**src/sv/scb_pkg.sv**
```systemverilog
package scb_pkg;

  // input mode codes, carried on tuser
  localparam logic [1:0] MODE_TICK  = 2'd0;
  localparam logic [1:0] MODE_WRITE = 2'd1;
  localparam logic [1:0] MODE_READ  = 2'd2;

  // configuration register indexes
  localparam logic REG_DEVICE_ADDR = 1'b0;
  localparam logic REG_BYTE_GAP    = 1'b1;

  localparam logic [7:0] DEVICE_ADDR_RESET = 8'd120;
  localparam logic [7:0] BYTE_GAP_RESET    = 8'd50;

  // bus segment codes
  localparam logic [3:0] SEG_START = 4'd0;
  localparam logic [3:0] SEG_ID    = 4'd1;
  localparam logic [3:0] SEG_REG   = 4'd2;
  localparam logic [3:0] SEG_DATA  = 4'd3;
  localparam logic [3:0] SEG_IDR   = 4'd4;
  localparam logic [3:0] SEG_GAP   = 4'd5;
  localparam logic [3:0] SEG_STOP  = 4'd6;
  localparam logic [3:0] SEG_READ  = 4'd7;
  localparam logic [3:0] SEG_NACK  = 4'd8;
  localparam logic [3:0] SEG_END   = 4'd9;

  // segment lengths in ticks
  localparam logic [8:0] LEN_START = 9'd2;
  localparam logic [8:0] LEN_BYTE  = 9'd18;
  localparam logic [8:0] LEN_STOP  = 9'd3;
  localparam logic [8:0] LEN_READ  = 9'd16;
  localparam logic [8:0] LEN_NACK  = 9'd4;

  typedef struct packed {
    logic [4:0] phase;         // 0 idle, else sequence step plus one
    logic [3:0] bit_count;
    logic [7:0] delay_count;   // tick within the current segment
    logic [7:0] shift_byte;
    logic [7:0] held_reg_addr;
    logic [7:0] held_write_data;
    logic       is_read_op;
    logic       error_flag;
    logic [7:0] captured_byte;
    logic       clock_level;
    logic       data_level;
  } scb_state_t;

  localparam scb_state_t STATE_RESET = '{
    phase:           5'd0,
    bit_count:       4'd0,
    delay_count:     8'd0,
    shift_byte:      8'd0,
    held_reg_addr:   8'd0,
    held_write_data: 8'd0,
    is_read_op:      1'b0,
    error_flag:      1'b0,
    captured_byte:   8'd0,
    clock_level:     1'b1,
    data_level:      1'b1
  };

  typedef struct packed {
    logic       scl_level;
    logic       sda_drive;
    logic       sda_enable;
    logic       busy_res;
    logic       done_res;
    logic       ack_error;
    logic [7:0] read_data;
  } scb_res_t;

  // segment at a given sequence step, separate write and read sequences
  function automatic logic [3:0] seg_at(input logic is_read, input logic [4:0] step);
    logic [3:0] seg;
    seg = SEG_END;
    if (is_read) begin
      case (step)
        5'd0:    seg = SEG_START;
        5'd1:    seg = SEG_ID;
        5'd2:    seg = SEG_GAP;
        5'd3:    seg = SEG_REG;
        5'd4:    seg = SEG_GAP;
        5'd5:    seg = SEG_STOP;
        5'd6:    seg = SEG_GAP;
        5'd7:    seg = SEG_START;
        5'd8:    seg = SEG_IDR;
        5'd9:    seg = SEG_GAP;
        5'd10:   seg = SEG_READ;
        5'd11:   seg = SEG_NACK;
        5'd12:   seg = SEG_STOP;
        default: seg = SEG_END;
      endcase
    end else begin
      case (step)
        5'd0:    seg = SEG_START;
        5'd1:    seg = SEG_ID;
        5'd2:    seg = SEG_GAP;
        5'd3:    seg = SEG_REG;
        5'd4:    seg = SEG_GAP;
        5'd5:    seg = SEG_DATA;
        5'd6:    seg = SEG_STOP;
        default: seg = SEG_END;
      endcase
    end
    return seg;
  endfunction

endpackage

```
**src/sv/scb_step.sv**
```systemverilog
module scb_step (
  input  scb_pkg::scb_state_t state_i,
  input  logic [7:0]          device_addr_i,
  input  logic [7:0]          byte_gap_i,
  input  logic [1:0]          mode_i,
  input  logic [7:0]          reg_addr_i,
  input  logic [7:0]          write_data_i,
  input  logic                sda_in_i,
  output scb_pkg::scb_state_t state_o,
  output scb_pkg::scb_res_t   res_o,
  output logic                start_o
);

  scb_pkg::scb_state_t st;
  logic [3:0] seg;
  logic [3:0] nseg;
  logic [4:0] nstep;
  logic [7:0] t;
  logic [8:0] len;
  logic [8:0] tnext;
  logic       start;
  logic       en;
  logic       done;

  always_comb begin
    st    = state_i;
    start = (state_i.phase == 5'd0) &&
            (mode_i == scb_pkg::MODE_WRITE || mode_i == scb_pkg::MODE_READ);
    en    = 1'b1;
    done  = 1'b0;
    len   = 9'd1;
    nstep = 5'd0;
    nseg  = scb_pkg::SEG_END;

    // a start makes this tick the first start tick
    if (start) begin
      st.is_read_op      = (mode_i == scb_pkg::MODE_READ);
      st.held_reg_addr   = reg_addr_i;
      st.held_write_data = write_data_i;
      if (mode_i == scb_pkg::MODE_WRITE) begin
        st.error_flag = 1'b0;
      end
      st.phase       = 5'd1;
      st.delay_count = 8'd0;
      st.bit_count   = 4'd0;
    end

    seg   = scb_pkg::seg_at(st.is_read_op, st.phase - 5'd1);
    t     = st.delay_count;
    tnext = {1'b0, t} + 9'd1;

    if (st.phase != 5'd0) begin
      case (seg)
        scb_pkg::SEG_START: begin
          len            = scb_pkg::LEN_START;
          st.clock_level = 1'b1;
          st.data_level  = (t == 8'd0);
        end
        scb_pkg::SEG_ID, scb_pkg::SEG_REG, scb_pkg::SEG_DATA, scb_pkg::SEG_IDR: begin
          len = scb_pkg::LEN_BYTE;
          if (t < 8'd16) begin
            if (!t[0]) begin
              st.data_level  = st.shift_byte[7];
              st.shift_byte  = {st.shift_byte[6:0], 1'b0};
              st.clock_level = 1'b0;
            end else begin
              st.clock_level = 1'b1;
              st.bit_count   = st.bit_count + 4'd1;
            end
          end else begin
            // acknowledge slot, sda released
            en             = 1'b0;
            st.clock_level = (t != 8'd16);
            if (t == 8'd17 && !st.is_read_op && sda_in_i) begin
              st.error_flag = 1'b1;
            end
          end
        end
        scb_pkg::SEG_GAP: begin
          len = {1'b0, byte_gap_i};
        end
        scb_pkg::SEG_STOP: begin
          len = scb_pkg::LEN_STOP;
          if (t == 8'd0) begin
            st.data_level = 1'b0;
          end else if (t == 8'd1) begin
            st.clock_level = 1'b1;
          end else begin
            st.data_level = 1'b1;
          end
        end
        scb_pkg::SEG_READ: begin
          len = scb_pkg::LEN_READ;
          en  = 1'b0;
          if (!t[0]) begin
            st.clock_level = 1'b0;
          end else begin
            st.clock_level = 1'b1;
            st.shift_byte  = {st.shift_byte[6:0], sda_in_i};
            st.bit_count   = st.bit_count + 4'd1;
            if (t == 8'd15) begin
              st.captured_byte = st.shift_byte;
            end
          end
        end
        scb_pkg::SEG_NACK: begin
          len = scb_pkg::LEN_NACK;
          if (t == 8'd1) begin
            st.data_level  = 1'b1;
            st.clock_level = 1'b1;
          end else if (t == 8'd2) begin
            st.clock_level = 1'b0;
          end else if (t == 8'd3) begin
            st.data_level = 1'b0;
          end
        end
        default: begin
          len = 9'd1;
        end
      endcase
    end

    // line levels of this tick
    res_o.scl_level  = st.clock_level;
    res_o.sda_drive  = st.data_level;
    res_o.sda_enable = en;
    res_o.busy_res   = (st.phase != 5'd0);

    if (st.phase != 5'd0) begin
      st.delay_count = tnext[7:0];
      if (tnext >= len) begin
        if (seg != scb_pkg::SEG_GAP && seg != scb_pkg::SEG_STOP &&
            seg != scb_pkg::SEG_NACK) begin
          st.clock_level = 1'b0;
        end
        // next step, a zero gap is skipped
        nstep = st.phase;
        nseg  = scb_pkg::seg_at(st.is_read_op, nstep);
        if (nseg == scb_pkg::SEG_GAP && byte_gap_i == 8'd0) begin
          nstep = nstep + 5'd1;
          nseg  = scb_pkg::seg_at(st.is_read_op, nstep);
        end
        st.delay_count = 8'd0;
        st.bit_count   = 4'd0;
        if (nseg == scb_pkg::SEG_END) begin
          st.phase = 5'd0;
          done     = 1'b1;
        end else begin
          st.phase = nstep + 5'd1;
          case (nseg)
            scb_pkg::SEG_ID:   st.shift_byte = device_addr_i;
            scb_pkg::SEG_IDR:  st.shift_byte = device_addr_i | 8'h01;
            scb_pkg::SEG_REG:  st.shift_byte = st.held_reg_addr;
            scb_pkg::SEG_DATA: st.shift_byte = st.held_write_data;
            scb_pkg::SEG_READ: st.shift_byte = 8'd0;
            default:           st.shift_byte = st.shift_byte;
          endcase
        end
      end
    end

    res_o.done_res  = done;
    res_o.ack_error = st.error_flag;
    res_o.read_data = st.captured_byte;
    state_o         = st;
    start_o         = start;
  end

endmodule

```
**src/sv/sccb_register_access_master.sv**
```systemverilog
// an accepted beat passes the input register and then the result register
// throughput: one tick beat per cycle unless stalled, set by the combinational sequencer step
// back pressure on the master side stalls the input register without losing beats
// reset (rst_ni low, asynchronous): bus idle with scl and sda high and driven,
//   error flag and read byte cleared, device byte 120, byte gap 50 ticks
module sccb_register_access_master (
  input  logic        clk_i,
  input  logic        rst_ni,
  // tick beats in
  input  logic        s_axis_tvalid,
  output logic        s_axis_tready,
  input  logic [23:0] s_axis_tdata,   // reg_addr[7:0], write_data[15:8], sda_in[16], zero pad
  input  logic [1:0]  s_axis_tuser,   // mode[1:0]
  // result beats out
  output logic        m_axis_tvalid,
  input  logic        m_axis_tready,
  output logic [15:0] m_axis_tdata,   // scl_level[0], sda_drive[1], sda_enable[2], busy_res[3],
                                      // done_res[4], ack_error[5], read_data[13:6], zero pad
  // configuration writes
  input  logic        cfg_we_i,
  input  logic        cfg_idx_i,
  input  logic [7:0]  cfg_data_i
);

  // configuration registers
  logic [7:0] device_addr_q;
  logic [7:0] byte_gap_q;

  // input register
  logic       in_valid_q;
  logic [1:0] in_mode_q;
  logic [7:0] in_reg_addr_q;
  logic [7:0] in_write_data_q;
  logic       in_sda_q;

  // sequencer state
  scb_pkg::scb_state_t state_q;
  scb_pkg::scb_state_t state_d;

  // result register
  logic              out_valid_q;
  scb_pkg::scb_res_t res_q;
  scb_pkg::scb_res_t res_d;

  logic advance;
  logic in_take;
  logic start;

  // the held beat moves to the result register when that one is free or drained
  assign advance       = in_valid_q && (!out_valid_q || m_axis_tready);
  assign s_axis_tready = !in_valid_q || advance;
  assign in_take       = s_axis_tvalid && s_axis_tready;

  always_ff @(posedge clk_i or negedge rst_ni) begin
    if (!rst_ni) begin
      device_addr_q <= scb_pkg::DEVICE_ADDR_RESET;
      byte_gap_q    <= scb_pkg::BYTE_GAP_RESET;
    end else if (cfg_we_i) begin
      case (cfg_idx_i)
        scb_pkg::REG_DEVICE_ADDR: device_addr_q <= cfg_data_i;
        scb_pkg::REG_BYTE_GAP:    byte_gap_q    <= cfg_data_i;
        default:                  device_addr_q <= device_addr_q;
      endcase
    end
  end

  always_ff @(posedge clk_i or negedge rst_ni) begin
    if (!rst_ni) begin
      in_valid_q <= 1'b0;
    end else if (in_take) begin
      in_valid_q <= 1'b1;
    end else if (advance) begin
      in_valid_q <= 1'b0;
    end
  end

  // payload, no reset needed
  always_ff @(posedge clk_i) begin
    if (in_take) begin
      in_mode_q       <= s_axis_tuser;
      in_reg_addr_q   <= s_axis_tdata[7:0];
      in_write_data_q <= s_axis_tdata[15:8];
      in_sda_q        <= s_axis_tdata[16];
    end
  end

  // one bus tick per beat: segment action, line levels and step advance
  scb_step u_step (
    .state_i       (state_q),
    .device_addr_i (device_addr_q),
    .byte_gap_i    (byte_gap_q),
    .mode_i        (in_mode_q),
    .reg_addr_i    (in_reg_addr_q),
    .write_data_i  (in_write_data_q),
    .sda_in_i      (in_sda_q),
    .state_o       (state_d),
    .res_o         (res_d),
    .start_o       (start)
  );

  // state moves only when a tick beat is consumed
  always_ff @(posedge clk_i or negedge rst_ni) begin
    if (!rst_ni) begin
      state_q <= scb_pkg::STATE_RESET;
    end else if (advance) begin
      state_q <= state_d;
    end
  end

  always_ff @(posedge clk_i or negedge rst_ni) begin
    if (!rst_ni) begin
      out_valid_q <= 1'b0;
    end else if (advance) begin
      out_valid_q <= 1'b1;
    end else if (m_axis_tready) begin
      out_valid_q <= 1'b0;
    end
  end

  always_ff @(posedge clk_i) begin
    if (advance) begin
      res_q <= res_d;
    end
  end

  assign m_axis_tvalid = out_valid_q;
  assign m_axis_tdata  = {2'b00, res_q.read_data, res_q.ack_error, res_q.done_res,
                          res_q.busy_res, res_q.sda_enable, res_q.sda_drive, res_q.scl_level};

`ifndef SYNTHESIS
  // an idle tick with no start reports not busy
  a_idle_not_busy: assert property (@(posedge clk_i) disable iff (!rst_ni)
    advance && state_q.phase == 5'd0 && !start |=> !res_q.busy_res)
    else $error("idle tick reported busy");

  // a finished transaction leaves the sequencer idle
  a_done_idle: assert property (@(posedge clk_i) disable iff (!rst_ni)
    advance && res_d.done_res |=> state_q.phase == 5'd0)
    else $error("sequencer not idle after done");

  // sda is only released inside a transaction
  a_release_busy: assert property (@(posedge clk_i) disable iff (!rst_ni)
    out_valid_q && !res_q.sda_enable |-> res_q.busy_res)
    else $error("sda released while idle");

  // an empty result register never blocks the input side
  a_ready_empty: assert property (@(posedge clk_i) disable iff (!rst_ni)
    !out_valid_q |-> s_axis_tready)
    else $error("input stalled with empty result register");
`endif

endmodule
```
**config.mk**
```make
export PLATFORM = sky130hd
export DESIGN_NAME = sccb_register_access_master
export DESIGN_NICKNAME = d
export VERILOG_FILES = /design/src/sv/scb_pkg.sv /design/src/sv/scb_step.sv /design/src/sv/sccb_register_access_master.sv
export SDC_FILE = /design/constraint.sdc
export NUM_CORES = 1
export LEC_CHECK = 0
export BUFFER_PORTS_ARGS = -buffer_cell sky130_fd_sc_hd__buf_2
export CORE_MARGIN = 1.5
export CORE_UTILIZATION = 54
export CTS_CLUSTER_DIAMETER = 40
export DETAILED_ROUTE_END_ITERATION = 16
export PLACE_DENSITY_LB_ADDON = 0.08
export SETUP_SLACK_MARGIN = 0.4
export SYNTH_ARGS = -nofsm -noshare
export SYNTH_HDL_FRONTEND = slang
export SYNTH_SLANG_ARGS = --single-unit
```
**constraint.sdc**
```tcl
create_clock -name clk_i -period 4.64 [get_ports clk_i]
set_clock_uncertainty 0.15 [all_clocks]
set_input_delay 0.232 -clock clk_i [delete_from_list [all_inputs] [get_ports clk_i]]
set_output_delay 0.232 -clock clk_i [all_outputs]
set_load 0.02 [all_outputs]
```
== Yosys cells after proc, flatten, opt, wreduce, memory -nomap -nowiden ==
Memories as Yosys holds them, arrays and structs flattened.
Cells that the tools add are included.
Cells by class
  add/sub/neg operators: 5
  $lt $le $gt $ge: 2
  eq/ne operators: 44
  muxes and demuxes: 67
  bitwise logic cells: 1
  reduce and logical (&&, ||, !) cells: 31
Operators by type and width (count)
  $pmux 4 s6: 3
  $mux 8: 8
  $mux 4: 14
  $mux 25: 2
  $pmux 8 s6: 1
  $eq 5x3->1 const B: 9
  $pmux 8 s5: 1
  $eq 5x2->1 const B: 6
  $eq 4x3->1 const B: 7
  $mux 1: 24
  $logic_not 5->1: 4
  $mux 5: 4
  $mux 18: 1
  $mux 17: 1
  $eq 4x2->1 const B: 4
  $eq 8x2->1 const B: 2
  $logic_not 8->1: 2
  $pmux 8 s2: 1
  $eq 5x1->1 const B: 3
  $mux 11: 1
  $add 5x1->5 const B: 2
  $add 8x1->9 const B: 1
  $ge 9x9->1: 1
  $mux 9: 1
  other kinds (28): 47
Storage, ports and cells
  register bits: 104
  memory bits (read-only): 192
  logic and storage cells: 179
  memories: 3
Memory list
  (name not given): words 16, bits a word 4, read ports 1, clocked after Yosys merged registers in 0, wr ports 0, line scb_pkg.sv:77  | case (step)
  (name not given): words 16, bits a word 4, read ports 1, clocked after Yosys merged registers in 0, wr ports 0, line scb_pkg.sv:77
  (name not given): words 16, bits a word 4, read ports 1, clocked after Yosys merged registers in 0, wr ports 0, line scb_pkg.sv:77

== Longest topological paths before layout ==
Gate-level depths: netlist (run 1).
  word-level depth: 26
  gate-level depth with buffers: 21
  depth with buffers taken out: 20

== By module ==
A second synthesis (run 1) with hierarchy kept.
Unflattened totals
  cells, all modules: 627
  area, all modules: 6615.1 µm²
By module, submodules not included
  sccb_register_access_master: times used 1, cells each 191, area an instance 3885.0 µm², seq. area each 2778.9 µm²
  scb_step: times used 1, cells each 436, area an instance 2730.1 µm², seq. area each 0.0 µm²

== Worst setup path before layout (run 1) ==
No wires, ideal clock.
  kind: register -> register
  start point: register in_mode_q[1]
  end point: register state_q[33] in the netlist's numbering
  setup time: 0.126 ns
  arrival time: 4.284 ns
  required time: 4.364 ns
  path slack: 0.080 ns
  stages on the path, launching flop included: 21
  cell sequence: edfxtp_1 -> ha_1 -> nor2_2 -> and3_1 -> buf_2 -> or4_4 -> nand2_2 -> or2_2 -> a21oi_1 -> or2_2 -> ha_1 -> nor2b_1 -> o21ai_0 -> nand2b_1 -> a21oi_1 -> o21ai_0 -> a31oi_1 -> a211o_1 -> clkbuf_1 -> a211oi_1 -> a221o_1
Between the ends
  longest elaborated chain between the ends: 20
  elaborated cells between the ends (all ways): 82
RTL lines
  start: declaration: line sccb_register_access_master.sv:31  | logic [1:0] in_mode_q;
  start signal: assignment: line sccb_register_access_master.sv:80  | in_mode_q <= s_axis_tuser;
  parallel branches: the longest is 19 deep, another holds $sub 5x1->5
  $mux 25 (*): line scb_step.sv:129  | if (st.phase != 5'd0) begin
  end signal: assignment: line sccb_register_access_master.sv:104  | state_q <= scb_pkg::STATE_RESET;
  end signal: assignment: line sccb_register_access_master.sv:106  | state_q <= state_d;
  end: declaration: line sccb_register_access_master.sv:37  | scb_pkg::scb_state_t state_q;
Every way passes the cells marked *. The select of a mux whose other input is x is not followed.
A chain may end at the register's enable or synchronous reset.

== Worst setup path in the final report (run 1) ==
  start point: register in_mode_q[1]
  end point: register state_q[30] in the netlist's numbering
The elaborated chain is that of the path after synthesis.

==> out/qor.txt, run 1 <==
first-pass GRT wire length - 24.20 mm
Pwr Total - 0.005121 W
Die W - 105.8 um
Startpoint Class - flop
Critical Path AT - 4320 ps
Routed WL per cell - 18.99 um
Routed Wire Length - 15.23 mm
Worst EP required - 4760 ps
Finished Cell Area - 0.007036 mm^2
IO buf count - 48
CTS H-tree depth - 3
Final min period - 4204 ps
most common library cells after synthesis - 60 x nand2_1, 58 x dfrtp_1, 51 x mux2_2, 37 x nor2_1
top-level I/O count - 58
WHS - 249.7 ps
Detailed Routing Iterations Pass 1 - 5
worst slew pin tran - 1096 ps
post-synth top area share - 0.2544
number of DRC markers in iteration 0 - 247
Synth cell types - 76
overall routing resource usage - 0.2795
DRC viols - 0
RD Place Congestion - 0.8734
Clk Tree Root Cell - clkbuf_8
Inserted Diodes - 0
count of final setup violators - 0
Max Cap Viol - 0
final cell count without fillers - 802
placed insts - 732
Skew-Pair Late Insertion Delay - 380 ps
area delta synth->final - 23.34%
Post-synth EDFFs - 33
FFs w/ async S/R, synth - 0.6700
core area - 0.01028 mm^2
fmax - 0.2379 GHz
Slew Limit Fails - 0
cell with the most instances after synthesis - nand2_1
number of global-route vias before repair - 4825
flops & latches, synth - 100
CTS sink count - 100
Die Y - 105.8 um
CTS tree - done
critical path class - reg -> reg
Avg Cell Area, Syn - 10.39 um^2
Pwr Density - 727.8 mW/mm^2
outcome - complete, no violations
cell row count - 37
Synth area leaders - dfrtp_1 25%, edfxtp_1 17%, mux2_2 10%
Max clock buf depth - 2
dpl cell area - 0.006215 mm^2
multi-input combinational cell area - 0.003009 mm^2
final-layout fill cell count - 826
Starting Density - 0.5550
DR vias/cell - 6.052
largest fanout on the critical path - 7
Slew headroom - 0.2695
Yosys top cell by area - dfrtp_1
Congestion Overflow GR - 0
RSZ-0062 raised after global routing - true
Reg clk slew, reported paths - 100 ps
yosys warns - 0
TritonCTS Buffers - 9
Worst setup EP type - flop
Via Count - 4854
detailed placement HPWL - 10.41 mm
FF+latch area - 0.002683 mm^2
register area share after synthesis - 0.4696
final worst-path cycle share - 0.9061
Pleak - 2.924 nW
nets@finish - 716
antenna violations before repair - 0
ys flop type - dfrtp_1
Post-Syn Instances - 549
Final ANT Viol Nets - 0
Min-Delay Path Class - in -> reg
Worst VDD drop - 0.4262 mV
final hold vios - 0
Mapped Area - 0.005704 mm^2
fraction of layout cells with a size suffix above 1 - 0.3318
setup TNS - 0 ps
Die ar. - 0.01119 mm^2
largest net degree at the start of global routing - 46
-- where the power goes --
part | switching (W) | internal, W
Combinational | 0.00181 | 0.00143
Clock | 0.000316 | 0.000267
Sequential | 0.000162 | 0.00114
Total | 0.00229 | 0.00284
-- layout by cell type (no fill, tap or decap), types with 5 or more instances in the layout --
| cell | synthesis | routed |
|---|---|---|
| dfstp_2 | 9 | 9 |
| dfrtp_1 | 58 | 55 |
| inv_1 | 14 | 13 |
| dlygate4sd3_1 | 0 | 30 |
| and2_1 | 7 | 7 |
| xnor2_1 | 8 | 8 |
| buf_4 | 2 | 47 |
| o21ai_0 | 33 | 29 |
| nand2_1 | 60 | 59 |
| nand2b_1 | 12 | 11 |
| nand3_1 | 13 | 12 |
| clkbuf_8 | 0 | 10 |
| nand4_1 | 5 | 5 |
| ha_1 | 15 | 13 |
| a21oi_1 | 17 | 15 |
| nor3_1 | 16 | 16 |
| and3_1 | 7 | 5 |
| nor2_1 | 37 | 36 |
| a211oi_1 | 10 | 10 |
| a211o_1 | 7 | 6 |
| mux2_2 | 51 | 51 |
| a221o_1 | 6 | 6 |
| buf_2 | 6 | 48 |
| mux2i_1 | 6 | 5 |
| edfxtp_1 | 33 | 33 |
-- critical path: stages (launching register included) --
cell and delay (ps):
edfxtp_1 450, ha_4 350, nor2_4 80, and3_4 170, or4_4 510, nand2_4 90, buf_6 110, buf_4 120
nand2_1 70, o21ai_0 100, nand2_1 80, ha_1 310, o21ai_0 90, nand2b_1 100, a21oi_2 70, o21ai_2 150
a31oi_2 130, a211o_4 370, a21o_4 250, a221o_1 340
-- routing by layer --
layer	vias to the layer above	track usage	wire length (um)	part of all wire
li1	2266	-	-	-
met3	36	0.04391	748	0.049
met1	2388	0.3583	6408	0.42
met4	0	0.1255	413	0.027
met2	164	0.4671	7663	0.50
met5	-	0	0	0
-- layout make-up --
cell class                      instances  share of cell area
Clock buffer                           11             0.02010
Clock inverter                          5            0.008536
Inverter                               15            0.008003
Multi-Input combinational cell        408              0.4277
Sequential cell                       100              0.3813
Tap cell                              136             0.02419
Timing Repair Buffer                  127              0.1302
-- flip-flops by register name, summed over array words and instances (netlist names), 2 cells and up --
signal           count
in_write_data_q      8
m_axis_tdata        14
in_mode_q            2
byte_gap_q           8
state_q             49
in_reg_addr_q        8
device_addr_q        8
-- stage by stage --
stage,utilization,setup slack [ps]
finish,0.6846,435.7
global route,0.6846,277.1
CTS,0.6680,407.8
detailed placement,0.6047,74.03
global placement,0.6047,197.1
floorplan,-,447.9
-- kinds of logic after synthesis --
logic type,share of synthesized area
AOI/OAI and AO/OA,0.1676
xor gates and xnor gates,0.01689
adders and majority gates,0.03290
buffers and inverters,0.03180
DFF,0.4696
muxes,0.1112
other,0.0006574
and+or+nand+nor,0.1693
-- path summary, 6_finish.rpt --
check	depth (start not counted)	slack [ps]	start	to
hold / removal	3	250	cfg_idx_i	device_addr_q[0]
hold reg to reg	1	340	in_reg_addr_q[3]	state_q[23]
max in group asynchronous	3	2930	rst_ni	device_addr_q[6]
min in group asynchronous	2	450	rst_ni	state_q[26]
setup / recovery	19	440	in_mode_q[1]	state_q[30]
setup reg to reg	19	440	in_mode_q[1]	state_q[30]
-- timing repair --
| action | in CTS | in global routing |
|---|---|---|
| pin swaps | 11 | 18 |
| setup endpoints to repair | 12 | 16 |
| setup buffers | 11 | 13 |
| hold buffers | 30 | 0 |
| cloned | 0 | 0 |
| gates resized for setup | 16 | 23 |
| endpoints found under the hold margin | 77 | 0 |
(Power assumes the default switching activity.)
==> run 2: changes to the inputs <==
--- a/config.mk
+++ b/config.mk
@@ -7,10 +7,11 @@
 export LEC_CHECK = 0
 export BUFFER_PORTS_ARGS = -buffer_cell sky130_fd_sc_hd__buf_2
 export CORE_MARGIN = 1.5
-export CORE_UTILIZATION = 54
+export CORE_UTILIZATION = 60
 export CTS_CLUSTER_DIAMETER = 40
+export CTS_CLUSTER_SIZE = 12
 export DETAILED_ROUTE_END_ITERATION = 16
-export PLACE_DENSITY_LB_ADDON = 0.08
+export PLACE_DENSITY = 0.84
 export SETUP_SLACK_MARGIN = 0.4
 export SYNTH_ARGS = -nofsm -noshare
 export SYNTH_HDL_FRONTEND = slang
==> constraint.sdc (replaced) <==
create_clock -name clk_i -period 4.52 [get_ports clk_i]
set_clock_uncertainty 0.15 [all_clocks]
set_input_delay 0.226 -clock clk_i [delete_from_list [all_inputs] [get_ports clk_i]]
set_output_delay 0.226 -clock clk_i [all_outputs]
set_load 0.02 [all_outputs]
==> out/qor.txt, run 2 (synthesis results as in run 1) <==
number of global-route vias before repair - 4985 (was 4825)
Min-Delay Path Class - in -> reg (unchanged)
Critical Path AT - 4480 ps (was 4320 ps)
Routed Wire Length - 16.70 mm (was 15.23 mm)
RSZ-0062 raised after global routing - true (unchanged)
largest net degree at the start of global routing - 68 (was 46)
detailed placement HPWL - 10.25 mm (was 10.41 mm)
Worst VDD drop - 0.4561 mV (was 0.4262 mV)
Congestion Overflow GR - 0 (unchanged)
Startpoint Class - flop (unchanged)
Biggest register - state_q (unchanged)
Max Cap Viol - 0 (unchanged)
TritonCTS Buffers - 9 (unchanged)
Worst setup EP type - flop (unchanged)
beginning of the critical path - in_mode_q[1] (unchanged)
worst r2r src - in_mode_q[1] (unchanged)
final worst-path cycle share - 0.9637 (was 0.9061)
max reg flops - 49 (unchanged)
Reg clk slew, reported paths - 110 ps (was 100 ps)
DRC viols - 0 (unchanged)
Pleak - 2.952 nW (was 2.924 nW)
Detailed Routing Iterations Pass 1 - 7 (was 5)
overall routing resource usage - 0.3310 (was 0.2795)
Slew headroom - 0.3747 (was 0.2695)
Die W - 100.5 um (was 105.8 um)
Final ANT Viol Nets - 0 (unchanged)
Max clock buf depth - 2 (unchanged)
r2r endpoint - state_q[30] (unchanged)
Inserted Diodes - 0 (unchanged)
Setup WS pre-CTS - 5.920 ps (was 74.03 ps)
crit path cell chain - ha_4 -> buf_4 -> nand2b_4 -> o31ai_2 -> or4_4 -> nand2_8 -> or2_4 -> a21oi_2 -> or2_4 -> ha_4 -> nor2b_4 -> o21ai_2 -> nand2b_1 -> a21oi_2 -> o21ai_2 -> a31oi_2 -> a211o_1 -> a21o_1 -> a221o_1 (was ha_4 -> nor2_4 -> and3_4 -> or4_4 -> nand2_4 -> buf_6 -> buf_4 -> nand2_1 -> o21ai_0 -> nand2_1 -> ha_1 -> o21ai_0 -> nand2b_1 -> a21oi_2 -> o21ai_2 -> a31oi_2 -> a211o_4 -> a21o_4 -> a221o_1)
CP max stage delay - 580 ps (was 510 ps)
number of DRC markers in iteration 0 - 494 (was 247)
Slew Limit Fails - 0 (unchanged)
Via Count - 5133 (was 4854)
Clk Tree Root Cell - clkbuf_8 (unchanged)
RD Place Congestion - 0.9291 (was 0.8734)
hold path depth - 3 (unchanged)
fmax - 0.2296 GHz (was 0.2379 GHz)
IO buf count - 48 (unchanged)
fin util - 0.7653 (was 0.6846)
DR vias/cell - 6.465 (was 6.052)
CTS tree - done (unchanged)
setup TNS - 0 ps (unchanged)
Die Y - 100.5 um (was 105.8 um)
CTS sink count - 100 (unchanged)
reg-to-reg setup timing slack - 160 ps (was 440 ps)
Worst EP required - 4640 ps (was 4760 ps)
Skew-Pair Late Insertion Delay - 390 ps (was 380 ps)
commonest non-fill, non-tap cell in the layout - nand2_1 (unchanged)
critical path class - reg -> reg (unchanged)
Critical-path top delay cell - or4_4 (unchanged)
nets@finish - 715 (was 716)
antenna violations before repair - 0 (unchanged)
count of final setup violators - 0 (unchanged)
top-level I/O count - 58 (unchanged)
Final min period - 4356 ps (was 4204 ps)
final hold vios - 0 (unchanged)
Starting Density - 0.6173 (was 0.5550)
Routed WL per cell - 21.03 um (was 18.99 um)
min-delay src - cfg_idx_i (unchanged)
Hold Path End - device_addr_q[6] (was device_addr_q[0])
largest fanout on the critical path - 6 (was 7)
first-pass GRT wire length - 25.33 mm (was 24.20 mm)
core area - 0.009240 mm^2 (was 0.01028 mm^2)
CTS H-tree depth - 3 (unchanged)
worst slew pin tran - 938.0 ps (was 1096 ps)
area delta synth->final - 23.97% (was 23.34%)
fraction of layout cells with a size suffix above 1 - 0.3368 (was 0.3318)
final worst slack - 164.2 ps (was 435.7 ps)
reg2reg path depth - 19 (unchanged)
most frequent cells in the layout - 59 x nand2_1, 57 x dfrtp_1, 51 x mux2_2 (was 59 x nand2_1, 55 x dfrtp_1, 51 x mux2_2)
Die ar. - 0.01010 mm^2 (was 0.01119 mm^2)
outcome - complete, no violations (unchanged)
cell row count - 35 (was 37)
Pwr Density - 790.8 mW/mm^2 (was 727.8 mW/mm^2)
[run 2: critical path: cells and delay by family (launching register included)]
family / cells / cell delay (ps)
AOI/OAI and AO/OA: 9 / 1520
adders and majority gates: 2 / 560
buffers and inverters: 1 / 140
DFF: 1 / 460
and+or+nand+nor: 7 / 1390
[run 2: report_power, final]
group	switching [W]	total [W]	internal, W	leakage [nW]
sequential	0.000184	0.00135	0.00117	1.14
combinational	0.00202	0.00362	0.00160	1.70
clock	0.000367	0.000621	0.000254	0.112
total	0.00257	0.00559	0.00302	2.95
[run 2: worst max path at each step]
stage                     slack [ps]          end  cells after the start
after global placement           170  state_q[35]                     18
after CTS                        400  state_q[32]                     18
after global routing              30  state_q[32]                     18
final                            160  state_q[30]                     19
after floorplan                  400  state_q[30]                     19
after detailed placement           6  state_q[35]                     18
[run 2: area by class of cell]
| type | instances | area [um^2] |
|---|---|---|
| well taps | 129 | 161.4 |
| fillers | 561 | 2168 |
| multi-input cells | 408 | 3035 |
| inverters | 15 | 56.30 |
| clock inverters | 6 | 77.57 |
| clock buffers | 10 | 148.9 |
| flip-flops and latches | 100 | 2680 |
| repair buffers | 126 | 912.1 |
[run 2: what timing repair did]
item | 4_1_cts | 5_1_grt
setup buffers | 18 | 6
hold endpoints to repair | 95 | 0
hold buffers | 30 | 0
pin swaps | 20 | 15
resized for setup | 16 | 28
endpoints found under the setup margin | 12 | 16
[run 2: through the flow]
step	instances	total power, W	hold slack, ps	cell area (um^2)
3_3_place_gp	724	0.004051	252.6	6218
4_1_cts	788	0.005034	264.6	6944
3_5_place_dp	724	0.004150	254.1	6218
5_1_grt	794	0.005850	281.0	7072
2_1_floorplan	550	0.003375	-219.6	5769
6_report	794	0.005592	250.9	7072
[run 2: metal layers]
metal / vias up / wire [um] / share of wire / GRT usage
met3: 67 / 1399 / 0.084 / 0.04785
met2: 347 / 8269 / 0.50 / 0.5819
met1: 2456 / 6376 / 0.38 / 0.4116
met4: 0 / 651 / 0.039 / 0.1354
li1: 2263 / - / - / -
met5: - / 0 / 0 / 0
==> run 3: changes to the inputs <==
--- a/config.mk
+++ b/config.mk
@@ -6,13 +6,16 @@
 export NUM_CORES = 1
 export LEC_CHECK = 0
 export BUFFER_PORTS_ARGS = -buffer_cell sky130_fd_sc_hd__buf_2
+export CELL_PAD_IN_SITES_DETAIL_PLACEMENT = 0
+export CELL_PAD_IN_SITES_GLOBAL_PLACEMENT = 2
 export CORE_MARGIN = 1.5
-export CORE_UTILIZATION = 60
+export CORE_UTILIZATION = 39
 export CTS_CLUSTER_DIAMETER = 40
 export CTS_CLUSTER_SIZE = 12
 export DETAILED_ROUTE_END_ITERATION = 16
-export PLACE_DENSITY = 0.84
+export PLACE_DENSITY_LB_ADDON = 0.1
 export SETUP_SLACK_MARGIN = 0.4
 export SYNTH_ARGS = -nofsm -noshare
 export SYNTH_HDL_FRONTEND = slang
 export SYNTH_SLANG_ARGS = --single-unit
+export TNS_END_PERCENT = 5
==> out/qor.txt, run 3 (synthesis results as in run 1) <==
outcome - complete, no violations (unchanged)
Worst setup EP type - flop (unchanged)
Startpoint Class - flop (unchanged)
switching share of total power - 0.4414 (was 0.4602)
Pleak - 3.011 nW (was 2.952 nW)
worst slew pin tran - 1098 ps (was 938.0 ps)
Max Cap Viol - 0 (unchanged)
met3 Use GR - 0.04258 (was 0.04785)
Worst EP required - 4620 ps (was 4640 ps)
grt met2 use - 0.3477 (was 0.5819)
number of global-route vias before repair - 4436 (was 4985)
Routed Wire Length - 15.88 mm (was 16.70 mm)
DR vias/cell - 5.432 (was 6.465)
Max clock buf depth - 2 (unchanged)
Slew headroom - 0.2679 (was 0.3747)
final hold vios - 0 (unchanged)
antenna violations before repair - 0 (unchanged)
Final min period - 4197 ps (was 4356 ps)
nets@finish - 722 (was 715)
Routed WL per cell - 18.56 um (was 21.03 um)
TritonCTS Buffers - 9 (unchanged)
Congestion Overflow GR - 0 (unchanged)
largest net degree at the start of global routing - 68 (unchanged)
overall routing resource usage - 0.2181 (was 0.3310)
RD Place Congestion - 0.8607 (was 0.9291)
Inserted Diodes - 0 (unchanged)
Slew Limit Fails - 0 (unchanged)
DRC viols - 0 (unchanged)
Biggest register - state_q (unchanged)
IO buf count - 48 (unchanged)
largest fanout on the critical path - 7 (was 6)
max reg flops - 49 (unchanged)
Die Y - 123.9 um (was 100.5 um)
combinational share of power - 0.628 (was 0.647)
Detailed Routing Iterations Pass 1 - 6 (was 7)
reg-to-reg setup timing slack - 320 ps (was 160 ps)
final worst-path cycle share - 0.9286 (was 0.9637)
core area - 0.01442 mm^2 (was 0.009240 mm^2)
Die W - 123.9 um (was 100.5 um)
top-level I/O count - 58 (unchanged)
Final ANT Viol Nets - 0 (unchanged)
Min-Delay Path Class - in -> reg (unchanged)
fraction of layout cells with a size suffix above 1 - 0.3378 (was 0.3368)
Clock Power Share - 0.140 (was 0.111)
P_sw - 0.002518 W (was 0.002573 W)
Clk Tree Root Cell - clkbuf_16 (was clkbuf_8)
area delta synth->final - 27.59% (was 23.97%)
Pwr Density - 783.7 mW/mm^2 (was 790.8 mW/mm^2)
detailed placement HPWL - 11.34 mm (was 10.25 mm)
most frequent cells in the layout - 59 x nand2_1, 57 x dfrtp_1, 51 x mux2_2, 51 x buf_4, 48 x buf_2 (was 59 x nand2_1, 57 x dfrtp_1, 51 x mux2_2)
first-pass GRT wire length - 24.85 mm (was 25.33 mm)
commonest non-fill, non-tap cell in the layout - nand2_1 (unchanged)
number of DRC markers in iteration 0 - 353 (was 494)
Starting Density - 0.3955 (was 0.6173)
critical path class - reg -> reg (unchanged)
Worst VDD drop - 0.6195 mV (was 0.4561 mV)
internal power - 0.003186 W (was 0.003019 W)
setup TNS - 0 ps (unchanged)
Reg clk slew, reported paths - 80 ps (was 110 ps)
sequential share of power - 0.232 (was 0.242)
WHS - 248.0 ps (was 250.9 ps)
CTS sink count - 100 (unchanged)
Top Usage Layer GRT - met2 (unchanged)
CTS tree - done (unchanged)
Critical Path AT - 4300 ps (was 4480 ps)
Skew-Pair Late Insertion Delay - 360 ps (was 390 ps)
met1 GRT Util - 0.3036 (was 0.4116)
final-layout fill cell count - 1352 (was 561)
Via Count - 4650 (was 5133)
Die ar. - 0.01536 mm^2 (was 0.01010 mm^2)
Pwr Total - 0.005704 W (was 0.005592 W)
CTS H-tree depth - 3 (unchanged)
fmax - 0.2383 GHz (was 0.2296 GHz)
count of final setup violators - 0 (unchanged)
cell row count - 44 (was 35)
RSZ-0062 raised after global routing - true (unchanged)
[run 3: changes by cell type in the layout (fill, tap and decap cells not counted), sizes merged]
cell and change:
inv +2, clkinv -1, clkbuf -1, buf +7
[run 3: stage by stage]
step,util,instances,cell area [um^2],worst slack (ps)
after global placement,0.4421,791,6377,102.1
after detailed placement,0.4421,791,6377,118.9
after CTS,0.4984,852,7188,362.1
after global routing,0.5046,856,7278,202.2
final,0.5046,856,7278,322.8
after floorplan,-,550,5769,404.0
[run 3: layout make-up]
| type | count | area [um^2] | area share |
|---|---|---|---|
| clock inverters | 7 | 88.84 | 0.01221 |
| multi-input cells | 408 | 3020 | 0.4150 |
| well taps | 184 | 230.2 | 0.03163 |
| repair buffers | 133 | 977.2 | 0.1343 |
| clock buffers | 9 | 225.2 | 0.03094 |
| flip-flops and latches | 100 | 2680 | 0.3682 |
| inverters | 15 | 56.30 | 0.007736 |
[run 3: layer usage]
layer  vias to the layer above  wire, um
met3                        18       554
met5                         -         0
li1                       2278         -
met4                         0       265
met2                        92      7367
met1                      2262      7697
[run 3: timing repair]
action | CTS | global route
setup endpoints to repair | 13 | 21
buffers inserted | 15 | 4
pin swaps | 19 | 9
endpoints found under the hold margin | 95 | 0
hold buffers | 30 | 0
gates cloned | 0 | 0
gates resized for setup | 23 | 11
[run 3: path summary, 6_finish.rpt]
| path | cells past startpoint | end | from |
|---|---|---|---|
| max | 18 | state_q[33] | in_mode_q[1] |
| min in group asynchronous | 3 | state_q[39] | rst_ni |
| min | 3 | device_addr_q[7] | cfg_idx_i |
| max reg2reg | 18 | state_q[33] | in_mode_q[1] |
| max in group asynchronous | 3 | state_q[50] | rst_ni |
| min reg2reg | 1 | state_q[20] | in_reg_addr_q[0] |
[run 3: power groups by stage]
stage	Combinational, W	Clock (W)	Sequential, W
CTS	0.00340	0.000817	0.00132
finish	0.00358	0.000800	0.00132
detailed placement	0.00303	0	0.00134
global route	0.00389	0.000853	0.00135
floorplan	0.00207	0	0.00131
global placement	0.00304	0	0.00134
[run 3: worst max-delay path, stage by stage (launching register included)]
cell and delay (ps):
edfxtp_1 440, ha_4 340, nor2_4 80, and3_4 170, or4_4 510, nand2_4 100
buf_6 120, xnor2_1 70, o22a_1 270, a21boi_2 180, ha_1 300, nand4_1 80
nor2_1 120, o21ai_1 70, nand2_1 130, a31oi_4 70, a211o_4 320, a21o_4 230
a221o_1 350
